--- config.mk ---
export PLATFORM = sky130hd
export DESIGN_NAME = lrust_ram
export DESIGN_NICKNAME = d
export VERILOG_FILES = /design/src/hw/rtl/lrust_ram.sv
export SDC_FILE = /design/constraint.sdc
export NUM_CORES = 1
export LEC_CHECK = 0
export BUFFER_PORTS_ARGS = -buffer_cell sky130_fd_sc_hd__buf_2
export CAP_MARGIN = 20
export CELL_PAD_IN_SITES_DETAIL_PLACEMENT = 0
export CELL_PAD_IN_SITES_GLOBAL_PLACEMENT = 1
export CORE_ASPECT_RATIO = 1.1
export CORE_UTILIZATION = 40
export DETAILED_ROUTE_END_ITERATION = 10
export GPL_TIMING_DRIVEN = 0
export HOLD_SLACK_MARGIN = 0.06
export PLACE_DENSITY = 0.7
export RECOVER_POWER = 25
export SLEW_MARGIN = 5
export SYNTH_ARGS = -nofsm -noshare
export SYNTH_HDL_FRONTEND = slang
export SYNTH_SLANG_ARGS = --single-unit
export TNS_END_PERCENT = 1
--- constraint.sdc ---
create_clock -name aclk -period 2.55 [get_ports aclk]
set_input_delay 0.765 -clock aclk [delete_from_list [all_inputs] [get_ports aclk]]
set_output_delay 0.765 -clock aclk [all_outputs]
set_load 0.05 [all_outputs]
--- src/hw/rtl/lrust_ram.sv ---
// ----------------------------------------------------------------------------
// lrust_ram
// Generic single-write, single-read RAM with a registered read port.
// ----------------------------------------------------------------------------
`default_nettype none

module lrust_ram #(
    parameter int WIDTH = 8,
    parameter int DEPTH = 16
) (
    input  wire logic                                  aclk,
    input  wire logic                                  wr_en,
    input  wire logic [(DEPTH > 1 ? $clog2(DEPTH) : 1)-1:0] wr_addr,
    input  wire logic [WIDTH-1:0]                      wr_data,
    input  wire logic                                  rd_en,
    input  wire logic [(DEPTH > 1 ? $clog2(DEPTH) : 1)-1:0] rd_addr,
    output logic      [WIDTH-1:0]                      rd_data
);

    logic [WIDTH-1:0] mem [DEPTH];

    always_ff @(posedge aclk) begin
        if (wr_en) begin
            mem[wr_addr] <= wr_data;
        end
        if (rd_en) begin
            rd_data <= mem[rd_addr];
        end
    end

endmodule

`default_nettype wire

==> reports/metrics.yaml <==
run_status: "finished, violations left"
violations: "design-rule violations"
cp-start-kind: "primary input"
synth_common_cells: "edfxtp_1 (136), mux4_2 (18), a22oi_1 (16)"
worstPathRequired_ns: 2.67
wl_per_cell_um: 22.1
synth_cell_types: 18
vias: 2399
num_antenna_cells: 0
power_density_nw_per_um2: 857
clk_latency_ns: 0.41
setup-violations-final: 0
finalPower_mw: 5.30
routed_wl_mm: 9.87
rsz0062_at_grt: "false"
globalRouteOverflowTotal: 0
place_area_um2: 5580
slew-limit-headroom_pct: 46.4
hold_violations: 0
syn-cell-area_um2: 5230
root_buffer: "clkbuf_16"
port_buffers: 25
report.final.slew_viol_count: 0
top_usage_layer: "met2"
cts_htree_levels: 4
hold_buffers: 0
cp.arrival_ns: 2.21
synthToLayoutAreaGrowth_pct: 18.2
finalNetCount: 296
cts.sinks: 136
cts_buffers: 17
placed_cells: 415
place.gp.congestion: 0.699
worst_pin_slew_ns: 0.801
viasPerCell: 5.38
rows: 43
drt_iter0_drc: 156
whs_ns: 0.767
use_met1_pct: 21.9
drc: 8
synthArstFlopShare_pct: 0
synth_top_area_share_pct: 78.1
die_h_um: 122
die_area_um2: 13500
core_area_um2: 12700
post_cts_buffers: 0
use_met2_pct: 24.4
clock_skew_ns: 0.00529
worstPathMaxFanout: 5
synth_nets: 248
leakagePower_nw: 2.05
die_w_um: 111
drtAntennaViolNets: 0
path_clk_slew_ns: 0.06
seq_area_frac_synth_pct: 78.1
synth.most_common_cell: "edfxtp_1"
yosys_warnings: 0
cp-end-kind: "register"
cts_buffer_depth: 2
grt_pass1_vias: 2444
ys_top_cells_by_area: "edfxtp_1 (78%), mux4_2 (7.8%), mux4_1 (7.0%)"
cap_viol_max_count: 0
post-route-util_pct: 48.7
synth-seq-cells: 136
vdd_drop_max_v: 0.000429
fin_crit_sh_pct: 81.9
initial_core_util_pct: 41.2
drive_above_1_share_pct: 28.4
tritoncts: "built"
yosys.area.top_type: "edfxtp_1"
grt_util_met3_pct: 3.63
synth_enable_flop_cells: 136
io-pin-count: 27
grt_usage_pct: 15.9
hold_class: "register to register"
synth_flop_cell: "edfxtp_1"
layout.cells.non_filler: 446
hpwl_mm: 6.39
grt_max_degree: 17
cts.repair.resized: 0
max_freq_ghz: 0.479
syn_inst: 229
grt_pass1_wl_mm: 14.6
critPathKind: "primary input to register"
antenna_found_initial: 0
final_area_um2: 6180
post-route-min-period_ns: 2.09
syn_area_per_cell_um2: 22.8
dr.pass1.iters: 7
metrics by stage:
stage               TNS (ns)  worst slack (ns)
floorplan                  0             0.292
global placement       -2.48            -0.294
detailed placement         0           0.00533
CTS                        0             0.438
global route               0             0.375
finish                     0             0.462
state kept, by name, summed over array words and instances (netlist names):
signal and flops:
mem 128, rd_data 8
routing by layer:
| layer | wire length [um] | vias to the layer above | part of all wire [%] |
|---|---|---|---|
| met2 | 4750 | 85 | 48 |
| met5 | 0 | - | 0 |
| met3 | 567 | 17 | 5.7 |
| met4 | 183 | 0 | 1.9 |
| li1 | - | 1073 | - |
| met1 | 4370 | 1224 | 44 |
where the power goes:
group / switching (mW) / internal, mW
sequential: 0.0108 / 2.52
clock: 0.868 / 1.62
combinational: 0.176 / 0.0970
layout by cell type, fill, tap and decap left out, types with 2 or more instances in the layout:
cell,Yosys,layout
clkinv_2,0,3
mux4_2,18,18
a22oi_1,16,16
clkbuf_16,0,17
clkinvlp_4,0,3
nor3_1,4,4
buf_2,3,24
nor2_1,13,13
nand2_1,9,9
mux4_1,14,14
buf_6,3,3
clkbuf_1,0,6
nand2b_1,2,2
clkdlybuf4s25_2,3,3
bufinv_16,0,4
edfxtp_1,136,136
buf_4,1,4
nand3b_1,2,2
worst max-delay path, cell delays in order:
cell and delay [ns]:
buf_2 0.12, or3b_2 0.53, nor3_1 0.53, buf_4 0.27
area by class of cell:
| type | instances | area [um2] |
|---|---|---|
| flip-flops and latches | 136 | 4080 |
| clock inverters | 13 | 179 |
| multi-input cells | 83 | 1060 |
| fillers | 1027 | 6520 |
| repair buffers | 29 | 146 |
| well taps | 157 | 196 |
| plain buffers | 10 | 86.3 |
| clock buffers | 18 | 429 |
logic make-up (layout without fill, tap and decap cells):
family | Yosys count | in the layout | synth area share [%]
AOI/OAI and AO/OA | 16 | 16 | 2.30
buffers and inverters | 10 | 70 | 1.65
DFF | 136 | 136 | 78.1
muxes | 32 | 32 | 14.8
and+or+nand+nor | 35 | 35 | 3.14
final timing paths:
check                                start          to  slack, ns  depth (start not counted)
worst min register to register   mem[8][4]  rd_data[4]       0.77                          3
worst min-delay path             mem[8][4]  rd_data[4]       0.77                          3
worst max register to register   mem[1][0]  rd_data[0]       0.90                          3
worst max-delay path            wr_addr[2]   mem[0][5]       0.46                          4
No activity file was read; power rests on OpenSTA's default activity.
