**config.mk**
```make
export PLATFORM = sky130hd
export DESIGN_NAME = lrust_set_update
export DESIGN_NICKNAME = d
export VERILOG_FILES = /design/src/hw/rtl/lrust_set_update.sv
export SDC_FILE = /design/constraint.sdc
export NUM_CORES = 1
export LEC_CHECK = 0
export BUFFER_PORTS_ARGS = -buffer_cell sky130_fd_sc_hd__buf_2
export CAP_MARGIN = 0
export CORE_AREA = 2 2 207 209
export DETAILED_ROUTE_END_ITERATION = 8
export DIE_AREA = 0 0 209 211
export PLACE_DENSITY = 0.39
export SLEW_MARGIN = 10
export SYNTH_ARGS = -nofsm -noshare
export SYNTH_HDL_FRONTEND = slang
export SYNTH_SLANG_ARGS = --single-unit
export TNS_END_PERCENT = 10
```
**constraint.sdc**
```tcl
create_clock -name vclk -period 7.2
set_input_delay 0.72 -clock vclk [all_inputs]
set_output_delay 0.72 -clock vclk [all_outputs]
set_load 0.05 [all_outputs]
```
**src/hw/rtl/lrust_set_update.sv**
```systemverilog
// ----------------------------------------------------------------------------
// lrust_set_update
// Compare one set row against a tag and build the reordered row.
// ----------------------------------------------------------------------------
`default_nettype none

module lrust_set_update #(
    parameter int WAYS   = 8,
    parameter int STAG_W = 30
) (
    input  wire logic [WAYS*(STAG_W+1)-1:0]  row_in,
    input  wire logic [STAG_W-1:0]           tag,
    input  wire logic [$clog2(WAYS+1)-1:0]   ways_eff,
    output logic                             hit,
    output logic      [WAYS*(STAG_W+1)-1:0]  row_out
);

    localparam int ENT_W = STAG_W + 1;
    localparam int WCW   = $clog2(WAYS + 1);

    logic [WAYS-1:0] match;
    logic [WCW-1:0]  hit_way;

    // Entry layout: {valid, tag}
    always_comb begin
        for (int i = 0; i < WAYS; i++) begin
            match[i] = row_in[i*ENT_W + STAG_W]
                       && (row_in[i*ENT_W +: STAG_W] == tag)
                       && (WCW'(i) < ways_eff);
        end
    end

    // Lowest matching way wins
    always_comb begin
        hit_way = '0;
        for (int i = WAYS - 1; i >= 0; i--) begin
            if (match[i]) begin
                hit_way = WCW'(i);
            end
        end
    end

    assign hit = |match;

    // Way 0 takes the new tag; ways up to the hit way (or the last way in use
    // on a miss) shift back by one; the rest hold.
    always_comb begin
        row_out[0 +: ENT_W] = {1'b1, tag};
        for (int j = 1; j < WAYS; j++) begin
            if (hit ? (WCW'(j) <= hit_way) : (WCW'(j) < ways_eff)) begin
                row_out[j*ENT_W +: ENT_W] = row_in[(j-1)*ENT_W +: ENT_W];
            end else begin
                row_out[j*ENT_W +: ENT_W] = row_in[j*ENT_W +: ENT_W];
            end
        end
    end

endmodule

`default_nettype wire

```
==> results by group, run 1 <==
Detailed routing
  • DR vias: 7634
  • DRT Wirelength: 49.3 mm
  • Vias per cell: 4.41
  • Initial DRT Pass Iterations: 4
  • ANT nets after route: 0
  • Initial DRC Count: 488
  • Wire length per cell: 28.4 um
  • # DRC: 0

Worst hold path
  • Worst hold stages: 2
  • HP Class: in2out
  • Hold Path End: row_out[3]
  • HP Start: tag[3]

Floorplanning
  • Die Wd: 209 um
  • I/O pin cnt: 531
  • Area of the die: 44100 um2
  • Chip Height: 211 um
  • Initial Utilization: 0.154
  • Core ar.: 41800 um2
  • Cell row count: 75

Finish
  • Fin nets: 1477
  • Fillers: 4755
  • Ratio of cells with drive above 1 in the final layout: 0.640
  • Seq Cell Count: 0
  • Area of the multi-input gates: 5900 um2
  • Core Util, Final: 0.222
  • CLK BUF: 0
  • Most frequent cells in the layout: buf_2, xnor2_1, mux2_2
  • Area growth from synthesis to layout: 44.0%
  • Commonest non-fill, non-tap cell in the layout: buf_2
  • Fin area: 9290 um2
  • Reg area: 0 um2

Global route
  • Vias in the first global route: 7900
  • First-pass GRT wire length: 65.2 mm
  • Grt ovf: 0
  • Largest net degree at the start of global routing: 32
  • Total Routing Usage GR: 0.212
  • Initial antenna violation count: 2

STA
  • Fin Hold WS: 1880 ps
  • Final Hold Fails: 0
  • Worst slew margin: 0.288
  • Final Cycle Share: 0.698
  • Fin crit period: 5030 ps
  • RSZ-0062 raised after global routing: false
  • Final setup fails: 0
  • Maximum clock frequency: 199 MHz
  • Slew @ Worst Pin: 1070 ps
  • Setup_tns: 0 ps
  • Slew Limit Fails: 0

Setup path
  • Worst EP required: 6480 ps
  • Crit path capture type: output pin
  • WP data arrival: 4310 ps
  • Type of origin of the critical path: input port
  • Crit Path Class: in2out
  • Worst-path fanout max: 18

Power
  • Tot Pwr: 1090 uW
  • Worst VDD drop: 0.0431 mV
  • Leakage: 0.00407 uW
  • P per Cell Area: 118 nW/um2

CTS
  • Cts repair resizes: 0
  • Post-cts hold buffer count: 0
  • Number of setup buffers added after CTS: 0

Synth
  • Syn nets: 1021
  • Sequential-to-total area share from yosys stat: 0
  • Avg Cell Area, Syn: 8.73 um2
  • Syn Inst Count: 739
  • Mapped cell area: 6450 um2
  • Yosys warnings: 0
  • Count of cell types in the netlist: 46

Outcome
  • Status: finished, final reports clean

Placed design
  • Post-DP HPWL: 43.4 mm
  • Gpl congestion: 0.856
  • DP Area: 9290 um2
  • Input/output buffers: 530

Job
  • Max-cap violations: 0
-- worst max-delay path by stage --
| stage | startpoint | end | slack [ps] | depth (start not counted) |
|---|---|---|---|---|
| 3_5_place_dp | tag[17] | row_out[95] | 2220 | 11 |
| 6_report | tag[17] | row_out[95] | 2170 | 11 |
| 2_1_floorplan | tag[17] | row_out[72] | 3420 | 10 |
| 5_1_grt | tag[17] | row_out[117] | 2070 | 11 |
| 4_1_cts | tag[17] | row_out[95] | 2210 | 11 |
| 3_3_place_gp | tag[0] | row_out[117] | 2190 | 11 |
-- cell usage after synthesis (all sizes together) --
cell type	number	area share
nand4b	4	0.0054
xnor2	191	0.26
nand3b	1	0.0012
a21o	1	0.0012
nand4	58	0.056
a21bo	1	0.0025
and4b	1	0.0016
nand3	12	0.011
nor4bb	1	0.0016
a21oi	3	0.0035
or2	1	0.00097
or3b	2	0.0027
o41ai	1	0.0014
nor4	26	0.026
and3	2	0.0019
buf	82	0.088
a211oi	1	0.0012
xor2	50	0.068
and3b	2	0.0027
conb	1	0.00058
mux2	217	0.40
or4	4	0.0047
a21boi	2	0.0029
o21ai	3	0.0041
nand2b	2	0.0019
a221o	1	0.0016
nand2	28	0.016
inv	4	0.0023
nor4b	1	0.0014
o21a	1	0.0012
nand4bb	1	0.0017
or3	1	0.00097
a31oi	1	0.00097
nor3	8	0.0070
o22ai	1	0.00097
nor2	23	0.013
-- power by group --
part           internal [uW]    leakage, uW  switching [uW]
clock network      0.0000186  0.00000000634               0
registers                  0              0               0
logic                    324        0.00407             768
-- layout make-up --
type | count | share of cell area
tap | 539 | 0.0726
inverter | 4 | 0.00162
multi-input combinational | 653 | 0.635
timing repair buffer | 536 | 0.290
antenna | 1 | 0.000269
-- logic make-up (layout without fill, tap and decap cells) --
kind of cell / count (synthesis) / count (layout) / share of synthesized area
AOI/OAI and AO/OA: 16 / 16 / 0.0213
xor gates and xnor gates: 241 / 241 / 0.327
buffers and inverters: 86 / 540 / 0.0898
muxes: 217 / 217 / 0.402
other: 1 / 2 / 0.000582
and+or+nand+nor: 178 / 178 / 0.159
-- routing by layer --
layer / global-route usage / vias up / part of all wire
li1: - / 3528 / -
met1: 0.288 / 3732 / 0.46
met2: 0.369 / 348 / 0.48
met3: 0.0263 / 24 / 0.047
met4: 0.0207 / 2 / 0.011
met5: 0 / - / 0.00026
-- worst max-delay path, stage by stage --
cell,delay [ps]
buf_2,310
xor2_1,200
or4_1,520
nor4_1,420
nand4_1,300
nand3_2,220
nor3_2,120
a21oi_4,490
buf_4,390
mux2_2,380
buf_2,210
-- stage by stage --
stage	setup WS, ps	std cells
final	2170	1733
after global routing	2070	1732
after CTS	2210	1732
after detailed placement	2220	1732
after global placement	2190	1732
after floorplan	3420	739
(Power assumes the default switching activity.)
==> run 2, diff against run 1 <==
Settings changed: CORE_AREA 2 2 207 209 to 2 2 205 207, DIE_AREA 0 0 209 211 to 0 0 207 209.
Clock period 7.2 ns to 4.7 ns, I/O delays scaled along.
==> results by group, run 2 (synthesized netlist as in run 1, its figures left out) <==
Power
  • Worst VDD drop: 0.0681 mV
  • Switching Fraction: 0.699
  • Clk pwr share: 0
  • Comb power frac: 1.000
  • Internal power: 505 uW
  • Sequential share of power: 0
  • P per Cell Area: 179 nW/um2
  • Leakage: 0.00414 uW
  • P_sw: 1170 uW

Setup path
  • Crit path capture type: output pin
  • Worst-path fanout max: 17
  • Buf/Inv on CP: 4
  • Worst setup endpoint: row_out[149]
  • Crit-path slowest cell: nor2_2
  • Type of origin of the critical path: input port
  • WP data arrival: 3630 ps
  • CP top delay family: simple AND/OR/NAND/NOR gates
  • Crit Path Class: in2out
  • Critical path's largest stage delay: 750 ps
  • Cell count along the critical path: 12
  • Cell breakdown of the critical path: buf_2 -> or2_2 -> a21oi_1 -> buf_4 -> and3b_1 -> nor4bb_1 -> nand4_1 -> nand4_1 -> nor2_2 -> buf_4 -> mux2_2 -> buf_2
  • Worst EP required: 4230 ps
  • CP startpoint: ways_eff[3]

Finish
  • Core Util, Final: 0.228
  • Seq Cell Count: 0
  • Ratio of cells with drive above 1 in the final layout: 0.644
  • Reg area: 0 um2
  • Commonest non-fill, non-tap cell in the layout: buf_2
  • CLK BUF: 0
  • Fin nets: 1489
  • Non-filler cells, final: 1746
  • Fillers: 4734
  • Most frequent cells in the layout: buf_2, xnor2_1, mux2_2
  • Fin area: 9410 um2
  • Area growth from synthesis to layout: 45.9%

Worst hold path
  • Worst hold stages: 2
  • HP Class: in2out

STA
  • Setup_tns: 0 ps
  • Maximum clock frequency: 244 MHz
  • Final Hold Fails: 0
  • Worst slew margin: 0.242
  • Fin crit period: 4100 ps
  • Slew Limit Fails: 0
  • Worst setup margin: 598 ps
  • Final setup fails: 0
  • Slew @ Worst Pin: 1130 ps
  • Final Cycle Share: 0.873
  • RSZ-0062 raised after global routing: false

CTS
  • Cts repair resizes: 0
  • Post-cts hold buffer count: 0
  • Number of setup buffers added after CTS: 0

Floorplanning
  • Cell row count: 75
  • Die Wd: 207 um
  • I/O pin cnt: 531
  • Initial Utilization: 0.156
  • Core ar.: 41300 um2
  • Chip Height: 209 um
  • Area of the die: 43300 um2

Detailed routing
  • Vias per cell: 4.36
  • ANT nets after route: 0
  • # DRC: 0
  • Initial DRT Pass Iterations: 5
  • DR vias: 7618
  • DRT Wirelength: 48.4 mm
  • Wire length per cell: 27.7 um
  • Initial DRC Count: 288

Global route
  • GRT busiest layer: met2
  • M1 GR Usage: 0.290
  • Met2 Resource Use GR: 0.366
  • Initial antenna violation count: 2
  • Total Routing Usage GR: 0.211
  • First-pass GRT wire length: 64.7 mm
  • Met3 Use GR: 0.0180
  • Vias in the first global route: 7837
  • Grt ovf: 0
  • Largest net degree at the start of global routing: 32

Placed design
  • Input/output buffers: 530
  • Placed cell count: 1744
  • DP Area: 9400 um2
  • Gpl congestion: 0.872
  • Post-DP HPWL: 43.1 mm
  • Place WS: 566 ps

Job
  • Max-cap violations: 0

Outcome
  • Status: finished, final reports clean
## run 2: how the worst min path moves through the flow
stage	startpoint	to	slack [ps]
after detailed placement	tag[19]	row_out[19]	1340
final	tag[19]	row_out[19]	1340
after global placement	tag[19]	row_out[19]	1340
after CTS	tag[19]	row_out[19]	1340
after global routing	tag[19]	row_out[19]	1350
after floorplan	tag[0]	row_out[0]	1110
## run 2: metal layers
| metal | wire (um) | up-vias |
|---|---|---|
| li1 | - | 3559 |
| met5 | 0 | - |
| met3 | 1880 | 36 |
| met1 | 22400 | 3703 |
| met2 | 23300 | 320 |
| met4 | 807 | 0 |
## run 2: final cells by class
class	count	area, um2	area share
Multi-Input combinational cell	653	5900	0.627
Timing Repair Buffer	548	2810	0.299
Tap cell	539	674	0.0717
Inverter	4	15.0	0.00160
Antenna cell	2	5.00	0.000532
## run 2: stage by stage
step	power [uW]	hold slack, ps
global placement	1690	1340
finish	1680	1340
detailed placement	1680	1340
global route	1750	1350
CTS	1690	1340
floorplan	1130	1110
## run 2: power by group through the flow
stage | Sequential (uW) | Clock (uW) | Combinational [uW]
6_report | 0 | 0.0000570 | 1680
2_1_floorplan | 0 | 0 | 1130
3_3_place_gp | 0 | 0 | 1690
4_1_cts | 0 | 0 | 1690
3_5_place_dp | 0 | 0 | 1680
5_1_grt | 0 | 0.0000285 | 1750
==> run 3, diff against run 2 <==
Settings changed: REMOVE_ABC_BUFFERS set to 1.
==> results by group, run 3 (synthesized netlist as in run 1, its figures left out) <==
Setup path
  • Crit-path slowest cell: nor3_2
  • Crit Path Class: in2out
  • WP data arrival: 3900 ps
  • Worst EP required: 4230 ps
  • Critical path's largest stage delay: 660 ps
  • Most frequent CP cell: buf_2
  • Type of origin of the critical path: input port
  • Cell breakdown of the critical path: buf_2 -> or3_1 -> nor2_1 -> nor4_1 -> nand4_1 -> nand3_2 -> nor3_2 -> a21bo_4 -> mux2_2 -> buf_2
  • Crit path capture type: output pin
  • Worst-path fanout max: 31

Detailed routing
  • ANT nets after route: 0
  • Wire length per cell: 28.5 um
  • Initial DRT Pass Iterations: 4
  • DR vias: 7659
  • # DRC: 0
  • DRT Wirelength: 50.2 mm
  • Vias per cell: 4.35
  • Initial DRC Count: 358

Floorplanning
  • Core ar.: 41300 um2
  • I/O pin cnt: 531
  • Area of the die: 43300 um2
  • Chip Height: 209 um
  • Die Wd: 207 um
  • Cell row count: 75
  • Initial Utilization: 0.156

Finish
  • Area growth from synthesis to layout: 47.8%
  • Fin nets: 1504
  • Fin area: 9530 um2
  • CLK BUF: 0
  • Reg area: 0 um2
  • Most frequent cells in the layout: buf_2, xnor2_1, mux2_2
  • Ratio of cells with drive above 1 in the final layout: 0.648
  • Seq Cell Count: 0
  • Commonest non-fill, non-tap cell in the layout: buf_2

CTS
  • Cts repair resizes: 0
  • Number of setup buffers added after CTS: 0
  • Post-cts hold buffer count: 0

STA
  • Maximum clock frequency: 229 MHz
  • RSZ-0062 raised after global routing: false
  • Final setup fails: 0
  • Fin crit period: 4370 ps
  • Slew @ Worst Pin: 1100 ps
  • Worst slew margin: 0.265
  • Setup_tns: 0 ps
  • Final Hold Fails: 0
  • Final Cycle Share: 0.930
  • Slew Limit Fails: 0

Global route
  • Initial antenna violation count: 3
  • Grt ovf: 0
  • First-pass GRT wire length: 67.2 mm
  • Total Routing Usage GR: 0.220
  • Vias in the first global route: 8136
  • Largest net degree at the start of global routing: 32

Placed design
  • Gpl congestion: 0.827
  • Post-DP HPWL: 44.7 mm
  • Input/output buffers: 530
  • DP Area: 9530 um2

Job
  • Max-cap violations: 0

Outcome
  • Status: finished, final reports clean

Worst hold path
  • HP Class: in2out
==> run 3: cell count changes in the layout (fill, tap and decap cells not counted), sizes merged <==
cell	before	now
buf	548	563
diode	2	1
==> run 3: layout make-up <==
cell class,count,area [um2]
diodes,1,2.50
fillers,4708,31800
inverters,4,15.0
multi-input cells,653,5900
well taps,539,674
repair buffers,563,2940
==> run 3: per-stage QoR <==
| step | cells | setup WS, ps | hold slack [ps] | utilization |
|---|---|---|---|---|
| global route | 1759 | 279 | 1300 | 0.231 |
| global placement | 1759 | 371 | 1280 | 0.231 |
| detailed placement | 1759 | 352 | 1290 | 0.231 |
| floorplan | 657 | 92.5 | 940 | - |
| CTS | 1759 | 355 | 1290 | 0.231 |
| finish | 1760 | 327 | 1280 | 0.231 |
==> run 3: worst max-delay path, delay by kind of cell <==
kind                   cells  cell delay, ps
buffers and inverters      2             390
and+or+nand+nor            6            1960
muxes                      1             410
AOI/OAI and AO/OA          1             630
==> run 3: metal layers <==
metal | global-route usage | wire (um) | vias to the layer above
met3 | 0.0231 | 2280 | 36
met2 | 0.387 | 24100 | 360
met4 | 0.0448 | 1160 | 4
li1 | - | - | 3581
met5 | 0 | 27 | -
met1 | 0.291 | 22600 | 3678
==> run 3: path summary, 6_finish.rpt <==
kind        start          end  depth (start not counted)
max   ways_eff[3]  row_out[35]                         10
min       tag[15]  row_out[15]                          2
